--- src/rtl/fdi_ram.sv ---
// Generic synchronous RAM with one write port and one registered read port.
// Used for both difference diagonals; no dependencies.
module fdi_ram #(
  parameter int unsigned DEPTH = 8,
  parameter int unsigned WIDTH = 24
) (
  input  logic                     clk_i,
  input  logic                     we_i,
  input  logic [$clog2(DEPTH)-1:0] waddr_i,
  input  logic [WIDTH-1:0]         wdata_i,
  input  logic                     re_i,
  input  logic [$clog2(DEPTH)-1:0] raddr_i,
  output logic [WIDTH-1:0]         rdata_o
);

  logic [WIDTH-1:0] mem_q [DEPTH];
  logic [WIDTH-1:0] rdata_q;

  always_ff @(posedge clk_i) begin
    if (we_i) begin
      mem_q[waddr_i] <= wdata_i;
    end
  end

  always_ff @(posedge clk_i) begin
    if (re_i) begin
      rdata_q <= mem_q[raddr_i];
    end
  end

  assign rdata_o = rdata_q;

endmodule

--- config.mk ---
export PLATFORM = sky130hd
export DESIGN_NAME = fdi_ram
export DESIGN_NICKNAME = d
export VERILOG_FILES = /design/src/rtl/fdi_ram.sv
export SDC_FILE = /design/constraint.sdc
export NUM_CORES = 1
export LEC_CHECK = 0
export BUFFER_PORTS_ARGS = -buffer_cell sky130_fd_sc_hd__buf_2
export CAP_MARGIN = 20
export CORE_ASPECT_RATIO = 1.5
export CORE_MARGIN = 2
export CORE_UTILIZATION = 59
export DETAILED_ROUTE_END_ITERATION = 6
export HOLD_SLACK_MARGIN = 0.02
export PLACE_DENSITY = 0.75
export SYNTH_ARGS = -nofsm -noshare
export SYNTH_HDL_FRONTEND = slang
export SYNTH_SLANG_ARGS = --single-unit
export TNS_END_PERCENT = 10
--- constraint.sdc ---
create_clock -name clk_i -period 3.66 [get_ports clk_i]
set_input_delay 0.732 -clock clk_i [delete_from_list [all_inputs] [get_ports clk_i]]
set_output_delay 0.732 -clock clk_i [all_outputs]
set_load 0.01 [all_outputs]
# Word-level counts from Yosys, hierarchy flattened
# Memories as Yosys holds them, arrays and structs flattened. A register that Yosys moved wholly into a read port is not among the register bits.
# Index checks and enable logic that the tools add are counted.
# totals
inputBits	33
ff_bits	0
out_inout_bits	24
elab_cells	3
mem_bits_rw	192
mem_count	1
# classes
mux	2
# memory_table
name	words	word_bits	read_ports	rd_clocked_by_memory_dff	write_ports	line_no	source
mem_q	8	24	1	1	1	16	logic [WIDTH-1:0] mem_q [DEPTH];
# ops
op	count
2-to-1 mux 1 bit	2

# Depth between registers and ports, before layout
# logic_depth
word_depth	2
mapped_depth	4
mapped_depth_nobuf	2

# Least setup slack after synthesis
# No wires, ideal clock.
# synth_timing
path_type	input-to-reg
start	in waddr_i[2]
end	mem mem_q[0][0] (enable)
slack_ps	643
t_required_ps	3225
stages	2
path_buffers	0
arrival_ps	2581
path_cell_list	nand2b_1 -> nor3_1
# synth_lines
item	line_no	source
start, declared	9	input logic [$clog2(DEPTH)-1:0] waddr_i,
end, declared	16	
# Straight into the memory's write port.

==> impl_results.md <==
- Largest net degree at the start of global routing: 49
- Number of setup violations in the final report: 0
- Netlist cell types: 13
- Time the worst path needs with I/O delays and setup: about 2.0 ns
- Global-route usage over all layers: 20.0%
- Internal power component: 4.08 mW
- Vias in the first global route: 3719
- Hold/Removal Path Class: input port to flip-flop
- Mapped Cells: between 300 and 400
- CTS sink cnt: 216
- Slew headroom: 40.2%
- Critical path class: input port to flip-flop
- Post-route clock skew: 0.00956 ns
- Number of buffers inserted for hold repair after clock tree synthesis: 0
- Sequential fraction of the synthesis area: 80.7%
- Avg Cell Area, Syn: roughly 26 µm²
- Power dissipated by switching net loads: around 1 mW
- Combinational cell fraction of total power: 5.4%
- Clock latency on the worst-skew pair: about 0.48 ns
- # IOs: 57
- Critical path capture point type: flip-flop
- Fin nets: 424
- Via-per-instance ratio: 6.00
- Status: completed
- Post-CTS repair timing setup buffer count: 0
- Total wire length: ~14000 µm
- Max Slew Vio Count: 0
- Clock tree buffer depth: 3
- Detailed-route via count: about 3400
- Inserted Diodes: 0
- Areal power density over the cells: 554 mW/mm²
- GP Congestion: just under 0.7
- Die boundary width: 99.3 µm
- Height of the chip: 147 µm
- Crit path launch type: input port
- Cell at the root of the clock tree: clkbuf_16
- Total core area: 0.0134 mm²
- Peak supply drop: 436 µV
- Clock network fraction of design power: approximately two fifths
- Final hold slack: 0.509 ns
- Final worst path period share: 54.6%
- Post-route DRC violation count: 0
- Sw Share: between 10% and 20%
- Row cnt: 52
- Layout Area Growth over Synthesis: 14.0%
- Wire length of the first global-routing pass: 21500 µm
- Synth warnings: 0
- Worst Max-Slew Pin Slew: 0.897 ns
- IO buf count: 56
- Detailed-router iteration count before antenna repair: 4
- Average routed wire per standard cell: 24.6 µm
- Number of nets with antenna violations after routing: 0
- Count of instances resized after the clock tree is built: 0
- Share of power burned in registers: 56.1%
- Leakage power total: 3.03 nW
- Critical path required time: between 3 and 4 ns
- Starting utilization of the core area: 60.0%
- Number of buffers inserted during clock tree synthesis: 20
- Total nets after synthesis: 347
- Clock-pin transition on the worst setup and hold timing paths: 0.07 ns
- Number of levels the H-tree was split into: 1
- Max frequency: 501 MHz
- Area of the die: 0.0146 mm²
- Antenna violations before repair: 0
- Fraction of layout cells with a size suffix above 1: 43.5%
- Final hold viol count: 0
- Post-detailed-placement half-perimeter wirelength: 7480 µm
- Unrepaired setup endpoints after global routing: no
- Final sum of negative setup slack: 0 ns
- Iteration-0 DRC count of the detailed router: 222
- Highest net fanout along the worst path: 19
- Overflow left after global routing: 0
- Critical Path AT: 2.23 ns
- Max cap viols: 0
- TritonCTS clock tree: done
- Summed instance area of the synthesized netlist: 0.00804 mm²
- Post-synthesis sequential element count: 216
-- final cells by class --
class / count / area [µm²]
Tap cell: 162 / 203
Fill cell: 828 / 4240
Multi-Input combinational cell: 85 / 1480
Sequential cell: 216 / 6490
Timing Repair Buffer: 68 / 373
Clock buffer: 26 / 544
Clock inverter: 10 / 78.8
-- Yosys cell counts --
cell | count | area share, %
clkbuf_1 | 3 | 0.14
mux2_4 | 12 | 2.2
buf_2 | 6 | 0.37
nand2_1 | 2 | 0.093
mux2_2 | 12 | 1.7
nor2_1 | 6 | 0.28
edfxtp_1 | 216 | 81
mux4_2 | 48 | 13
buf_12 | 2 | 0.50
buf_1 | 1 | 0.047
buf_6 | 1 | 0.14
nand2b_1 | 3 | 0.23
nor3_1 | 2 | 0.12
-- per-stage QoR --
step	utilization (%)	setup WS, ns	cells	power, mW	instance area (µm²)
after detailed placement	63.7	1.16	531	3.18	8540
final	68.4	1.66	567	5.08	9170
after global placement	63.7	1.17	531	3.16	8540
after CTS	68.4	1.62	567	5.12	9170
after floorplan	-	0.643	314	3.07	8040
after global routing	68.4	1.57	567	5.23	9170
-- cells by family after synthesis --
| kind of cell | count (synthesis) | share of synthesized area (%) |
|---|---|---|
| buf+inv | 13 | 1.20 |
| mux | 72 | 17.4 |
| flops | 216 | 80.7 |
| simple gates | 13 | 0.732 |
-- metal layers --
| layer | global-route usage, % | part of all wire (%) | vias up |
|---|---|---|---|
| met3 | 3.00 | 4.8 | 25 |
| met2 | 35.3 | 54 | 96 |
| met1 | 26.1 | 39 | 1794 |
| met5 | 0 | 0 | - |
| met4 | 5.27 | 1.9 | 0 |
| li1 | - | - | 1487 |
-- worst max-delay path, cell delays in order --
cell	delay [ns]
buf_4	0.30
buf_4	0.34
mux4_2	0.57
mux2_4	0.28
-- worst paths after layout --
check                                  start  slack (ns)            to  cells past startpoint
worst min-delay path             wdata_i[20]        0.51  mem_q[0][20]                      1
worst min register to register  mem_q[5][16]        0.75   rdata_o[16]                      2
worst max register to register  mem_q[7][20]        2.24   rdata_o[20]                      2
worst max-delay path              raddr_i[0]        1.66    rdata_o[4]                      4
-- sequential cells by signal, indices dropped and copies added (netlist names) --
name,cells
rdata_o,24
mem_q,192
-- power by group through the flow --
stage | combinational, mW | sequential [mW] | clock (mW)
floorplan | 0.160 | 2.91 | 0
global placement | 0.267 | 2.90 | 0
detailed placement | 0.277 | 2.90 | 0
CTS | 0.280 | 2.85 | 1.99
global route | 0.296 | 2.86 | 2.07
finish | 0.273 | 2.85 | 1.96
-- cells in the final DEF, fill, tap and decap left out, drive strengths merged --
master | synthesis | routed
nor3 | 2 | 2
clkinvlp | 0 | 3
nand2b | 3 | 3
mux2 | 24 | 24
clkbuf | 3 | 26
clkinv | 0 | 6
nand2 | 2 | 2
edfxtp | 216 | 216
nor2 | 6 | 6
bufinv | 0 | 1
buf | 10 | 68
mux4 | 48 | 48
Note: power is estimated with default switching activity, not from simulation.
