File: src/rtl/fdi_pkg.sv
// Package for the forward difference interpolator: sizes, action and status codes,
// and the saturation helper. It depends on nothing else.
package fdi_pkg;

  localparam int unsigned MAX_POINTS = 8;
  localparam int unsigned IDX_W      = $clog2(MAX_POINTS);
  localparam int unsigned CNT_W      = $clog2(MAX_POINTS + 1);
  localparam int unsigned D_W        = 24;
  localparam int unsigned Q_W        = 32;
  localparam int unsigned ACC_W      = 60;
  localparam int unsigned Y_W        = 48;
  localparam int unsigned DVD_W      = 48;
  localparam int unsigned DVS_W      = 16;
  localparam int unsigned ITER_W     = $clog2(DVD_W + 1);

  typedef enum logic [1:0] {
    ACT_CLEAR = 2'd0,
    ACT_LOAD  = 2'd1,
    ACT_EVAL  = 2'd2,
    ACT_NOP   = 2'd3
  } action_e;

  typedef enum logic [2:0] {
    ST_OK     = 3'd0,
    ST_FEW    = 3'd1,
    ST_ZERO_H = 3'd2,
    ST_FULL   = 3'd3,
    ST_SAT    = 3'd4
  } status_e;

  // Applies a sign to a quotient magnitude and saturates it to 32 bits signed.
  // Bit Q_W of the return value is the saturation flag.
  function automatic logic [Q_W:0] sat32(input logic [DVD_W-1:0] mag, input logic neg);
    logic          big;
    logic          is_min;
    logic [Q_W:0]  r;
    big    = |mag[DVD_W-1:Q_W-1];
    is_min = neg && (mag == {{(DVD_W-Q_W){1'b0}}, 1'b1, {(Q_W-1){1'b0}}});
    if (big && !is_min) begin
      r = neg ? {1'b1, 1'b1, {(Q_W-1){1'b0}}} : {1'b1, 1'b0, {(Q_W-1){1'b1}}};
    end else begin
      r = {1'b0, (neg ? (~mag[Q_W-1:0] + 1'b1) : mag[Q_W-1:0])};
    end
    return r;
  endfunction

endpackage

File: src/rtl/fdi_div.sv
// Unsigned restoring divider, one quotient bit per cycle.
// Depends on fdi_pkg for its widths.
module fdi_div (
  input  logic                      clk_i,
  input  logic                      rst_ni,
  input  logic                      start_i,
  input  logic [fdi_pkg::DVD_W-1:0] dividend_i,
  input  logic [fdi_pkg::DVS_W-1:0] divisor_i,
  output logic                      busy_o,
  output logic                      done_o,
  output logic [fdi_pkg::DVD_W-1:0] quotient_o
);
  import fdi_pkg::*;

  logic              busy_q, busy_d;
  logic              done_q, done_d;
  logic [ITER_W-1:0] cnt_q, cnt_d;
  logic [DVS_W-1:0]  rem_q, rem_d;
  logic [DVD_W-1:0]  quo_q, quo_d;
  logic [DVS_W-1:0]  dvs_q, dvs_d;
  logic [DVS_W:0]    rem_sh;
  logic [DVS_W:0]    rem_sub;
  logic              ge;

  assign rem_sh  = {rem_q, quo_q[DVD_W-1]};
  assign ge      = rem_sh >= {1'b0, dvs_q};
  assign rem_sub = rem_sh - {1'b0, dvs_q};

  always_comb begin
    busy_d = busy_q;
    done_d = 1'b0;
    cnt_d  = cnt_q;
    rem_d  = rem_q;
    quo_d  = quo_q;
    dvs_d  = dvs_q;
    if (start_i) begin
      busy_d = 1'b1;
      cnt_d  = ITER_W'(DVD_W);
      rem_d  = '0;
      quo_d  = dividend_i;
      dvs_d  = divisor_i;
    end else if (busy_q) begin
      rem_d = ge ? rem_sub[DVS_W-1:0] : rem_sh[DVS_W-1:0];
      quo_d = {quo_q[DVD_W-2:0], ge};
      cnt_d = cnt_q - 1'b1;
      if (cnt_q == ITER_W'(1)) begin
        busy_d = 1'b0;
        done_d = 1'b1;
      end
    end
  end

  always_ff @(posedge clk_i or negedge rst_ni) begin
    if (!rst_ni) begin
      busy_q <= 1'b0;
      done_q <= 1'b0;
      cnt_q  <= '0;
    end else begin
      busy_q <= busy_d;
      done_q <= done_d;
      cnt_q  <= cnt_d;
    end
  end

  always_ff @(posedge clk_i) begin
    rem_q <= rem_d;
    quo_q <= quo_d;
    dvs_q <= dvs_d;
  end

  assign busy_o     = busy_q;
  assign done_o     = done_q;
  assign quotient_o = quo_q;

endmodule

File: config.mk
export PLATFORM = sky130hd
export DESIGN_NAME = fdi_div
export DESIGN_NICKNAME = d
export VERILOG_FILES = /design/src/rtl/fdi_pkg.sv /design/src/rtl/fdi_div.sv
export SDC_FILE = /design/constraint.sdc
export NUM_CORES = 1
export LEC_CHECK = 0
export BUFFER_PORTS_ARGS = -buffer_cell sky130_fd_sc_hd__buf_4
export CAP_MARGIN = 25
export CORE_MARGIN = 4
export CORE_UTILIZATION = 48
export CTS_CLUSTER_DIAMETER = 30
export CTS_CLUSTER_SIZE = 40
export DETAILED_ROUTE_END_ITERATION = 10
export PLACE_DENSITY = 0.79
export SLEW_MARGIN = 25
export SYNTH_ARGS = -nofsm -noshare
export SYNTH_HDL_FRONTEND = slang
export SYNTH_SLANG_ARGS = --single-unit
File: constraint.sdc
create_clock -name clk_i -period 2.3 [get_ports clk_i]
set_input_delay 0.115 -clock clk_i [delete_from_list [all_inputs] [get_ports clk_i]]
set_output_delay 0.115 -clock clk_i [all_outputs]
set_load 0.01 [all_outputs]
# Yosys cells after proc, flatten, opt, wreduce, memory -nomap -nowiden
# Index checks and enable logic that the tools add are counted.
totals:
  reg_bits: 88
  in_bits: 67
  out_inout_bits: 50
op_classes:
  add_sub_neg: 2
  n_lt_le_gt_ge: 1
  eq_ne: 1
  n_mux: 11
  reduce_logical: 1
ops:
  columns: ["cell", "n"]
  rows:
  - ["$mux W48", 2]
  - ["$ge A17 B16 Y1", 1]
  - ["$mux W16", 1]
  - ["$sub A16 B16 Y16", 1]
  - ["$mux W6", 2]
  - ["$eq A6 B1 Y1 const B", 1]
  - ["$mux W1", 6]
  - ["$sub A6 B1 Y6 const B", 1]
  - ["$reduce_bool A2 Y1", 1]

# Longest topological paths before layout
# Gate-level depths: netlist of the first run.
logic_depth:
  word_depth: 4
  mapped_depth: 12
  mapped_depth_nobuf: 10

# Worst setup path after synthesis of the first run
# OpenSTA, ideal clock, no wires.
synth_timing:
  path_kind: "reg2reg"
  from: "register dvs_q[10]"
  to: "register quo_q[0], in the netlist quotient_o[0] (data pin)"
  t_arrival_ps: 2067
  required_ps: 2040
  path_slack_ps: -27
  path_stages_with_launch: 11
  path_buffers: 3
  path_cell_list: "edfxtp_1 > inv_1 > ha_1 > buf_2 > a21o_1 > o31ai_4 > a31oi_2 > or2_1 > buf_6 > buf_8 > mux2_2"
synth_via:
  elab_chain_cells: 3
synth_rtl:
  columns: ["item", "line", "source"]
  rows:
  - ["start: declaration", "fdi_div.sv:20", "logic [DVS_W-1:0] dvs_q, dvs_d;"]
  - ["start signal: assignment", "fdi_div.sv:68", "dvs_q <= dvs_d;"]
  - ["$ge A17 B16 Y1", "fdi_div.sv:26", "assign ge = rem_sh >= {1'b0, dvs_q};"]
  - ["$mux W48", "fdi_div.sv:42", "end else if (busy_q) begin"]
  - ["$mux W48", "fdi_div.sv:36", "if (start_i) begin"]
  - ["named net quo_d[0]", "fdi_div.sv:19", "logic [DVD_W-1:0] quo_q, quo_d;"]
  - ["end signal: assignment", "fdi_div.sv:67", "quo_q <= quo_d;"]
  - ["end: declaration", "fdi_div.sv:19", null]
# The timed path passes the listed nets, and every way through them passes these cells. The select of a mux whose other input is x is not followed.
# A chain may end at the register's enable or synchronous reset.

# Worst setup path after layout of the first run
layout_timing:
  from: "register dvs_q[6]"
  to: "register rem_q[1]"
layout_via:
  elab_chain_cells: 2
layout_rtl:
  columns: ["item", "line", "source"]
  rows:
  - ["$ge A17 B16 Y1", "fdi_div.sv:26", null]
  - ["$mux W16", "fdi_div.sv:43", "rem_d = ge ? rem_sub[DVS_W-1:0] : rem_sh[DVS_W-1:0];"]
  - ["end signal: assignment", "fdi_div.sv:66", "rem_q <= rem_d;"]
  - ["end: declaration", "fdi_div.sv:18", "logic [DVS_W-1:0] rem_q, rem_d;"]
# No other way between the ends.

==> results of run 1 <==
-- repair_timing --
item | in CTS | in global routing
endpoints found under the setup margin | 9 | 15
hold endpoints to repair | 24 | 0
gates resized for setup | 9 | 22
hold buffers | 17 | 0
pin swaps | 1 | 19
buffers inserted | 1 | 5
-- cells by family after synthesis --
family | after synthesis | synth area share [%]
multiplexers | 56 | 13.9
flip-flops | 88 | 54.9
XOR/XNOR | 16 | 3.15
buffers and inverters | 38 | 3.65
AO/OA/AOI/OAI | 61 | 10.0
AND/OR/NAND/NOR | 80 | 8.86
adder cells (fa/ha/maj) | 19 | 5.51
-- sequential cells by signal, indices dropped and copies added (netlist names) --
register / count
busy_o: 1
cnt_q: 6
done_o: 1
dvs_q: 16
quotient_o: 48
rem_q: 16
-- routing by layer --
layer  up-vias  GRT usage, %
met5         -             0
met4         0          6.74
met3        18          8.57
met2       118          32.1
met1      1666          23.2
li1       1644             -
-- worst paths after layout --
path                                            endpoint  depth (start not counted)
max in group asynchronous           cnt_q[4]$_DFFE_PN0P_                          2
worst max register to register     rem_q[1]$_SDFFE_PP0P_                          9
worst min register to register    rem_q[13]$_SDFFE_PP0P_                          2
worst max-delay path               rem_q[1]$_SDFFE_PP0P_                          9
worst min-delay path            quotient_o[23]$_DFFE_PP_                          2
min in group asynchronous           cnt_q[2]$_DFFE_PN0P_                          2
-- final cells by class --
| type | instances | area (sq um) | area share [%] |
|---|---|---|---|
| sequential | 88 | 2440 | 39.5 |
| clock buffer | 9 | 124 | 2.00 |
| timing repair buffer | 166 | 1310 | 21.2 |
| tap | 108 | 135 | 2.19 |
| clock inverter | 7 | 78.8 | 1.28 |
| inverter | 23 | 86.3 | 1.40 |
| multi-input combinational | 232 | 2000 | 32.4 |
-- synthesized netlist by cell type, drive strengths merged --
cell | count | share of area, %
edfxtp | 64 | 43
mux2 | 48 | 12
nor2 | 35 | 3.0
inv | 23 | 1.9
ha | 18 | 5.1
dfxtp | 16 | 7.2
nand2 | 14 | 1.2
a211oi | 13 | 2.4
a21oi | 13 | 1.5
clkbuf | 11 | 0.93
o21ai | 9 | 1.0
xor2 | 9 | 1.8
dfrtp | 8 | 4.5
mux2i | 8 | 1.8
nand2b | 7 | 0.98
xnor2 | 7 | 1.4
a31oi | 5 | 0.84
a21o | 4 | 0.67
buf | 4 | 0.79
nand3 | 4 | 0.45
nor3 | 4 | 0.56
nor3b | 4 | 0.79
o31ai | 3 | 0.82
a311oi | 2 | 0.39
nand4b | 2 | 0.39
nor4 | 2 | 0.28
or3 | 2 | 0.28
or4 | 2 | 0.34
a2111o | 1 | 0.25
a211o | 1 | 0.20
a31o | 1 | 0.20
a32o | 1 | 0.22
a41o | 1 | 0.22
and3 | 1 | 0.14
fa | 1 | 0.45
nand4 | 1 | 0.14
o211ai | 1 | 0.17
o21a | 1 | 0.17
o21bai | 1 | 0.17
o221ai | 1 | 0.20
o311ai | 1 | 0.20
o31a | 1 | 0.20
o41ai | 1 | 0.20
or2 | 1 | 0.14
or4b | 1 | 0.22
-- critical path, delay by kind of cell, from the launching register on --
| family | cells | cell delay, ns |
|---|---|---|
| buffers and inverters | 1 | 0.07 |
| DFF | 1 | 0.39 |
| and+or+nand+nor | 3 | 0.79 |
| AOI/OAI and AO/OA | 4 | 0.81 |
| adders and majority gates | 1 | 0.21 |
-- power by group --
group,leakage [nW],switching (mW),internal [mW]
Combinational,1.66,1.20,1.29
Sequential,0.890,0.210,1.99
Clock,0.0977,0.595,0.513
Total,2.65,2.00,3.80
-- metrics by stage --
| stage | utilization, % | power (mW) | cells |
|---|---|---|---|
| final | 69.5 | 5.80 | 633 |
| after global placement | 63.0 | 4.31 | 594 |
| after floorplan | - | 3.63 | 358 |
| after global routing | 69.5 | 6.17 | 633 |
| after detailed placement | 63.0 | 4.39 | 594 |
| after CTS | 68.0 | 5.61 | 628 |
==> impl_metrics.env, run 1 <==
export IMPL_status="finished with violations"
export IMPL_violations="setup timing"
export IMPL_hold_ws_ns=0.0412
export IMPL_wl_met3_um=1000
export IMPL_leakage_nw=2.65
export IMPL_yosysSeqAreaShare_pct=54.9
export IMPL_cts_sinks=88
export IMPL_core_sq_mm=0.00889
export IMPL_fmax_mhz=420
export IMPL_die_w_um=104
export IMPL_numCtsBuffers=9
export IMPL_gr_total_overflow=0
export IMPL_postLayoutCellArea_sq_mm=0.00618
export IMPL_met2_length_um=5240
export IMPL_vias_per_cell=5.44
export IMPL_peakVddDrop_mv=0.484
export IMPL_avgSynthCellArea_sq_um=12.4
export IMPL_grt_util_all_layers_pct=19.7
export IMPL_wl_per_cell_um=17.0
export IMPL_start_util_pct=50.1
export IMPL_cts_reportedPaths_clkPinSlew_ns=0.09
export IMPL_relSlewSlack_pct=69.3
export IMPL_setup_ws_ns=-0.0799
export IMPL_power_density_mw_per_mm2=938
export IMPL_cts_tree="yes"
export IMPL_num_rows=34
export IMPL_dp_slack_ns=-0.0147
export IMPL_cp_arrival_ns=2.63
export IMPL_die_area_sq_mm=0.0109
export IMPL_tns_ns=-0.0805
export IMPL_crit_path_end_kind="flop"
export IMPL_layout_drive_gt1_share_pct=45.7
export IMPL_path_max_fanout=5
export IMPL_io_pin_count=117
export IMPL_post_dp_cell_area_sq_mm=0.00560
export IMPL_path_cells="inv_2 > ha_4 > a211oi_4 > nor3b_4 > o31ai_4 > a31oi_4 > or2_4 > or4_1 > o311ai_1"
export IMPL_synthesis_area_sq_mm=0.00445
export IMPL_cp_slowest_stage_delay_ns=0.42
export IMPL_nets=606
export IMPL_tightest_slew_ns=0.454
export IMPL_rsz0062_at_grt="yes"
export IMPL_port_buffers=116
export IMPL_worstPathRequired_ns=2.55
export IMPL_crit_reg2reg_launch="dvs_q[6]$_DFFE_PP_"
export IMPL_syn_num_nets=444
export IMPL_cts_max_path_buffers=2
export IMPL_drc_errors=0
export IMPL_antenna_left=0
export IMPL_min_period_over_period_pct=103
export IMPL_hold_viol=0
export IMPL_chipHeight_um=104
export IMPL_vias=3446
export IMPL_synthCells=358
export IMPL_dp_hpwl_um=7560
export IMPL_worstSetupPathType="reg -> reg"
export IMPL_routed_wl_um=10700
export IMPL_nFillCells=611
export IMPL_firstDrtPassIters=4
export IMPL_ff2ff_setup_slack_ns=-0.08
export IMPL_maxSlewViolCount=0
export IMPL_ys_types=53
export IMPL_hp_start="dividend_i[23]"
export IMPL_dr_max_layer_used="met4"
export IMPL_worstHoldPathType="in -> reg"
export IMPL_fin_crit_ns=2.38
export IMPL_setup_worst_path_start="dvs_q[6]$_DFFE_PP_"
export IMPL_num_antenna_cells=0
export IMPL_crit_slowest_cell="or4_1"
export IMPL_wl_met1_um=4290
export IMPL_area_delta_synth_final_pct=38.9
export IMPL_antenna_found_initial=0
export IMPL_grt_pass1_wl_um=17300
export IMPL_maxCapViolCount=0
export IMPL_final_cell_mix="buf_4 (146), edfxtp_1 (64), mux2_2 (48), nor2_1 (34), inv_1 (22)"
export IMPL_final_common_cell="buf_4"
export IMPL_finClkSkew_ns=0.00764
export IMPL_gp_routability_congestion=0.881
export IMPL_synth_warnings=0
export IMPL_worstSkewPairLatency_ns=0.37
export IMPL_setup_viol=2
export IMPL_cts_root_buf="clkbuf_8"
export IMPL_htreeDepth=3
export IMPL_drt_iter0_markers=129
export IMPL_synth_seq_cells=88
export IMPL_grt_max_degree=50
export IMPL_grt_pass1_vias=3575
export IMPL_cp_start_kind="flop"
No activity file was read; power rests on OpenSTA's default activity.
==> run 2: changes to the inputs <==
- BUFFER_PORTS_ARGS: -buffer_cell sky130_fd_sc_hd__buf_4 -> default
- CORE_UTILIZATION: 48 -> 55
- DONT_BUFFER_PORTS: default -> 1
- PLACE_DENSITY: 0.79 -> 0.75
==> run 2 against run 1 <==
Net effect:
- the flow now stops in clock tree synthesis (4_1_cts)
- synthesized area stayed put
- synthesized cell count stayed put
==> impl_metrics.env, run 2 <==
export IMPL_cts_setup_buffers=0
export IMPL_die_w_um=98.0
export IMPL_cts_max_path_buffers=2
export IMPL_ctsHoldBuffers=101
export IMPL_ys_types=53
export IMPL_synthArstFlopShare_pct=9.09
export IMPL_synth_seq_cells=88
export IMPL_synth_compound_area_share_pct=10.0
export IMPL_dp_hpwl_um=6330
export IMPL_synthCells=358
export IMPL_cts_root_buf="clkbuf_8"
export IMPL_synthTopCellsByArea="edfxtp_1 (43%), mux2_2 (12%), dfxtp_1 (7.2%), ha_1 (5.1%), dfrtp_1 (4.5%)"
export IMPL_yosysMostFrequentCell="edfxtp_1"
export IMPL_cts_sinks=88
export IMPL_gp_routability_congestion=0.877
export IMPL_synthTopCellsByCount="edfxtp_1 (64), mux2_2 (48), nor2_1 (35)"
export IMPL_synth_fa_ha_area_share_pct=5.51
export IMPL_cts_resized_gates=3
export IMPL_chipHeight_um=98.0
export IMPL_stop_stage="clock tree synthesis (4_1_cts)"
export IMPL_yosysSeqAreaShare_pct=54.9
export IMPL_port_buffers=0
export IMPL_htreeDepth=3
export IMPL_synth_warnings=0
export IMPL_synth_top_area_share_pct=43.2
export IMPL_first_error="[ERROR RSZ-0060] Max buffer count reached."
export IMPL_dp_slack_ns=-0.0429
export IMPL_numCtsBuffers=9
export IMPL_synthMuxAreaShare_pct=13.9
export IMPL_synthFlopType="edfxtp_1"
export IMPL_avgSynthCellArea_sq_um=12.4
export IMPL_num_rows=32
export IMPL_synth_edf_count=64
export IMPL_synth_top_family_by_area="multiplexers"
export IMPL_synth_xor_area_share_pct=3.15
export IMPL_io_pin_count=117
export IMPL_synthSimpleGateAreaFrac_pct=8.86
export IMPL_status="stopped before the end"
export IMPL_synth_top_cell_by_area="edfxtp_1"
export IMPL_start_util_pct=57.0
export IMPL_syn_num_nets=444
export IMPL_synthesis_area_sq_mm=0.00445
==> run 2: cell counts after synthesis <==
No cell type changed its count.
==> run 2: cells by family after synthesis <==
| family | Yosys count |
|---|---|
| xor gates and xnor gates | 16 |
| muxes | 56 |
| and+or+nand+nor | 80 |
| adders and majority gates | 19 |
| DFF | 88 |
| buffers and inverters | 38 |
| AOI/OAI and AO/OA | 61 |
==> run 2: stage by stage <==
step / TNS, ns / hold slack, ns / instances / cell area (sq um) / utilization (%)
detailed placement: -0.0716 / -0.180 / 467 / 4690 / 60.0
floorplan: -0.00519 / -0.181 / 358 / 4450 / -
global placement: 0 / -0.180 / 467 / 4690 / 60.0
==> run 3: changes to the inputs <==
- CORE_UTILIZATION: 55 -> 40
- CTS_CLUSTER_DIAMETER: 30 -> default
- CTS_CLUSTER_SIZE: 40 -> default
- PLACE_DENSITY: 0.75 -> default
- PLACE_DENSITY_LB_ADDON: default -> 0.15
- clock period: 2.3 -> 3 ns (I/O delays scaled with it)
==> run 3 against run 2 <==
Net effect:
- the flow now finishes without violations
==> impl_metrics.env, run 3 (synthesis results as in run 1) <==
export IMPL_tns_ns=0
export IMPL_final_cell_mix="dlygate4sd3_1 (65), edfxtp_1 (64), mux2_2 (48), nor2_1 (35), inv_1 (23)"
export IMPL_gp_routability_congestion=0.772
export IMPL_chipHeight_um=113
export IMPL_cp_arrival_ns=2.84
export IMPL_antenna_left=0
export IMPL_io_pin_count=117
export IMPL_maxCapViolCount=0
export IMPL_setup_worst_path_start="dvs_q[1]$_DFFE_PP_"
export IMPL_cts_resized_gates=0
export IMPL_placedCellCount=488
export IMPL_layout_drive_gt1_share_pct=18.1
export IMPL_cts_root_buf="clkbuf_8"
export IMPL_min_period_over_period_pct=87.1
export IMPL_vias_per_cell=5.20
export IMPL_path_max_fanout=6
export IMPL_drc_errors=0
export IMPL_fin_crit_ns=2.61
export IMPL_final_common_cell="dlygate4sd3_1"
export IMPL_fmax_mhz=383
export IMPL_routed_wl_um=9770
export IMPL_worstSetupPathType="reg -> reg"
export IMPL_die_area_sq_mm=0.0129
export IMPL_regToRegEndpoint="rem_q[11]$_SDFFE_PP0P_"
export IMPL_antenna_found_initial=0
export IMPL_tightest_slew_ns=0.627
export IMPL_crit_path_end_kind="flop"
export IMPL_htreeDepth=3
export IMPL_peakVddDrop_mv=0.436
export IMPL_start_util_pct=40.9
export IMPL_power_density_mw_per_mm2=714
export IMPL_core_sq_mm=0.0109
export IMPL_cp_start_kind="flop"
export IMPL_grt_pass1_vias=3200
export IMPL_cts_sinks=88
export IMPL_fin_cells=570
export IMPL_port_buffers=0
export IMPL_multi_input_area_sq_mm=0.00185
export IMPL_worstSkewPairLatency_ns=0.37
export IMPL_hold_viol=0
export IMPL_ff_latch_area_sq_mm=0.00244
export IMPL_maxSlewViolCount=0
export IMPL_area_delta_synth_final_pct=22.6
export IMPL_cts_max_path_buffers=2
export IMPL_grt_util_all_layers_pct=15.9
export IMPL_num_rows=38
export IMPL_cts_tree="yes"
export IMPL_nFillCells=968
export IMPL_numCtsBuffers=9
export IMPL_ff2ff_setup_slack_ns=0.39
export IMPL_worstPathRequired_ns=3.23
export IMPL_dp_hpwl_um=6210
export IMPL_hp_start="start_i"
export IMPL_largest_reg_flops=48
export IMPL_firstDrtPassIters=4
export IMPL_ctsHoldBuffers=66
export IMPL_grt_pass1_wl_um=16200
export IMPL_grt_max_degree=53
export IMPL_gr_total_overflow=0
export IMPL_cts_setup_buffers=0
export IMPL_wl_per_cell_um=17.1
export IMPL_p_total_mw=3.90
export IMPL_reg2reg_depth=10
export IMPL_status="complete, no violations"
export IMPL_crit_reg2reg_launch="dvs_q[1]$_DFFE_PP_"
export IMPL_num_antenna_cells=0
export IMPL_setup_viol=0
export IMPL_worstHoldPathType="in -> reg"
export IMPL_cts_reportedPaths_clkPinSlew_ns=0.09
export IMPL_hold_depth=2
export IMPL_nets=511
export IMPL_die_w_um=113
export IMPL_rsz0062_at_grt="no"
export IMPL_whs_endpoint="rem_q[1]$_SDFFE_PP0P_"
export IMPL_vias=2964
export IMPL_leakage_nw=2.13
export IMPL_relSlewSlack_pct=58.2
export IMPL_drt_iter0_markers=189
export IMPL_finClkSkew_ns=0.0185
[run 3: metal layers]
metal	track usage (%)	vias up	routed length [um]	part of all wire, %
li1	-	1453	-	-
met1	19.2	1399	4180	43
met2	25.2	92	4610	47
met3	7.32	20	763	7.8
met4	5.05	0	214	2.2
met5	0	-	0	0
[run 3: final cells by class]
cell class              count  area share [%]
clock buffers              10            2.34
clock inverters             6            1.24
inverters                  23            1.58
multi-input cells         232            33.9
flip-flops and latches     88            44.8
well taps                 140            3.21
repair buffers             71            13.0
[run 3: through the flow]
| stage | utilization [%] | hold WS (ns) | setup slack [ns] | area (sq um) |
|---|---|---|---|---|
| 2_1_floorplan | - | -0.146 | 0.673 | 4450 |
| 3_3_place_gp | 42.2 | -0.145 | 0.474 | 4590 |
| 3_5_place_dp | 42.2 | -0.145 | 0.384 | 4590 |
| 4_1_cts | 50.1 | 0.00227 | 0.360 | 5460 |
| 5_1_grt | 50.1 | 0.00999 | 0.109 | 5460 |
| 6_report | 50.1 | 0.0572 | 0.387 | 5460 |
[run 3: worst max-delay path, cell delays in order, from the launching register on]
cell	delay, ns
edfxtp_1	0.39
inv_1	0.06
ha_1	0.30
nand2b_1	0.09
a211oi_2	0.35
o31ai_1	0.15
a31oi_2	0.26
or2_1	0.33
buf_4	0.24
mux2i_1	0.22
a211oi_1	0.09
[run 3: worst max path at each step]
stage          cells past startpoint  slack, ns                       to
6_report                          10       0.39   rem_q[11]$_SDFFE_PP0P_
5_1_grt                           10       0.11    rem_q[9]$_SDFFE_PP0P_
4_1_cts                           10       0.36   rem_q[11]$_SDFFE_PP0P_
3_5_place_dp                      10       0.38    rem_q[1]$_SDFFE_PP0P_
3_3_place_gp                      10       0.47    rem_q[1]$_SDFFE_PP0P_
2_1_floorplan                     10       0.67  quotient_o[0]$_DFFE_PP_
[run 3: power breakdown]
part	leakage, nW	switching (mW)	internal, mW
clock	0.0933	0.447	0.390
sequential	0.890	0.192	1.53
combinational	1.15	0.688	0.648
==> run 4: changes to the inputs <==
- PLACE_DENSITY_LB_ADDON: 0.15 -> default
==> run 4 against run 3 <==
Net effect:
- cell count shrank 0.35%
- clock skew down 0.0089 ns
- sequential power about the same
- design area decreased by 0.23%
- combinational power hardly changed
- count of clock-buffer cells in the layout fell by 1
- die area did not move
- register-to-register slack worse by 0.04 ns
- global-route usage fell by 0.13 points
- non-clock buffer count decreased by 2
- critical endpoint is now rem_q[12]$_SDFFE_PP0P_
- largest power group unchanged
- highest routed layer unchanged
==> impl_metrics.env, run 4 (synthesis results as in run 1) <==
export IMPL_status="complete, no violations"
export IMPL_drt_iter0_markers=144
export IMPL_whs_endpoint="cnt_q[4]$_DFFE_PN0P_"
export IMPL_worstPathRequired_ns=3.26
export IMPL_port_buffers=0
export IMPL_grt_max_degree=54
export IMPL_hp_start="start_i"
export IMPL_regToRegEndpoint="rem_q[12]$_SDFFE_PP0P_"
export IMPL_gr_total_overflow=0
export IMPL_cts_max_path_buffers=2
export IMPL_cp_start_kind="flop"
export IMPL_nets=509
export IMPL_htreeDepth=3
export IMPL_setup_viol=0
export IMPL_numCtsBuffers=9
export IMPL_crit_path_end_kind="flop"
export IMPL_dp_hpwl_um=6240
export IMPL_num_rows=38
export IMPL_routed_wl_um=9900
export IMPL_wl_per_cell_um=17.4
export IMPL_reg2reg_depth=10
export IMPL_vias=2961
export IMPL_maxCapViolCount=0
export IMPL_final_cell_mix="dlygate4sd3_1 (65), edfxtp_1 (64), mux2_2 (48), nor2_1 (35), inv_1 (23)"
export IMPL_min_period_over_period_pct=88.5
export IMPL_cp_arrival_ns=2.92
export IMPL_cts_reportedPaths_clkPinSlew_ns=0.09
export IMPL_antenna_found_initial=0
export IMPL_grt_util_all_layers_pct=15.7
export IMPL_antenna_left=0
export IMPL_power_density_mw_per_mm2=708
export IMPL_fmax_mhz=377
export IMPL_grt_pass1_wl_um=16000
export IMPL_io_pin_count=117
export IMPL_worstHoldPathType="in -> reg"
export IMPL_num_antenna_cells=0
export IMPL_hold_ws_ns=0.0348
export IMPL_drc_errors=0
export IMPL_path_max_fanout=4
export IMPL_layout_drive_gt1_share_pct=18.2
export IMPL_worstSetupPathType="reg -> reg"
export IMPL_cts_sinks=88
export IMPL_final_common_cell="dlygate4sd3_1"
export IMPL_peakVddDrop_mv=0.350
export IMPL_start_util_pct=40.9
export IMPL_hold_depth=2
export IMPL_firstDrtPassIters=4
export IMPL_core_sq_mm=0.0109
export IMPL_cts_tree="yes"
export IMPL_die_w_um=113
export IMPL_area_delta_synth_final_pct=22.3
export IMPL_grt_pass1_vias=3091
export IMPL_worstSkewPairLatency_ns=0.37
export IMPL_leakage_nw=2.13
export IMPL_gp_routability_congestion=0.790
export IMPL_maxSlewViolCount=0
export IMPL_crit_reg2reg_launch="quotient_o[47]$_DFFE_PP_"
export IMPL_fin_crit_ns=2.66
export IMPL_cts_root_buf="clkbuf_8"
export IMPL_largest_reg_flops=48
export IMPL_finClkSkew_ns=0.00964
export IMPL_hold_viol=0
export IMPL_relSlewSlack_pct=58.4
export IMPL_vias_per_cell=5.21
export IMPL_tightest_slew_ns=0.623
export IMPL_chipHeight_um=113
export IMPL_rsz0062_at_grt="no"
export IMPL_tns_ns=0
export IMPL_die_area_sq_mm=0.0129
export IMPL_ff2ff_setup_slack_ns=0.34
## run 4: worst max path at each step
| stage | startpoint | to | cells past startpoint | slack, ns |
|---|---|---|---|---|
| floorplan | dvs_q[10]$_DFFE_PP_ | quotient_o[0]$_DFFE_PP_ | 10 | 0.67 |
| finish | quotient_o[47]$_DFFE_PP_ | rem_q[12]$_SDFFE_PP0P_ | 10 | 0.34 |
| global placement | quotient_o[47]$_DFFE_PP_ | rem_q[6]$_SDFFE_PP0P_ | 9 | 0.31 |
| detailed placement | dvs_q[1]$_DFFE_PP_ | rem_q[9]$_SDFFE_PP0P_ | 9 | 0.26 |
| CTS | dvs_q[1]$_DFFE_PP_ | rem_q[3]$_SDFFE_PP0P_ | 9 | 0.23 |
| global route | quotient_o[47]$_DFFE_PP_ | rem_q[14]$_SDFFE_PP0P_ | 10 | 0.20 |
## run 4: layout make-up
type                    instances  area [sq um]
clock buffers                   9           124
clock inverters                 7          73.8
fillers                       964          5450
inverters                      23          86.3
multi-input cells             232          1850
flip-flops and latches         88          2440
well taps                     140           175
repair buffers                 69           693
## run 4: worst max-delay path, stage by stage (launching register included)
cell	delay, ns
edfxtp_1	0.37
inv_1	0.06
ha_1	0.22
fa_1	0.37
nand2b_1	0.19
a21oi_1	0.23
o21ai_0	0.19
o21bai_1	0.38
a2111o_1	0.22
nand3_1	0.09
a41o_1	0.24
## run 4: repair_timing
item / 4_1_cts / 5_1_grt
endpoints found under the setup margin: 0 / 3
gates resized for setup: 0 / 1
endpoints found under the hold margin: 108 / 1
setup buffers: 0 / 0
hold buffers: 65 / 1
## run 4: per-layer routing
layer | global-route usage (%) | wire, um
met5 | 0 | 0
met4 | 4.25 | 134
met3 | 6.79 | 687
met2 | 26.5 | 4950
met1 | 18.4 | 4120
## run 4: stage by stage
stage	power (mW)	setup WS (ns)	cell area, sq um	std cells	utilization (%)
2_1_floorplan	2.78	0.673	4450	358	-
3_3_place_gp	2.96	0.309	4570	486	42.0
3_5_place_dp	2.97	0.263	4570	486	42.0
4_1_cts	3.89	0.229	5430	567	49.9
5_1_grt	4.12	0.200	5440	568	50.0
6_report	3.86	0.344	5440	568	50.0
## run 4: where the power goes
group | leakage (nW) | total [mW] | internal (mW) | switching, mW
Combinational | 1.14 | 1.31 | 0.627 | 0.681
Clock | 0.0946 | 0.818 | 0.328 | 0.490
Sequential | 0.890 | 1.73 | 1.53 | 0.198
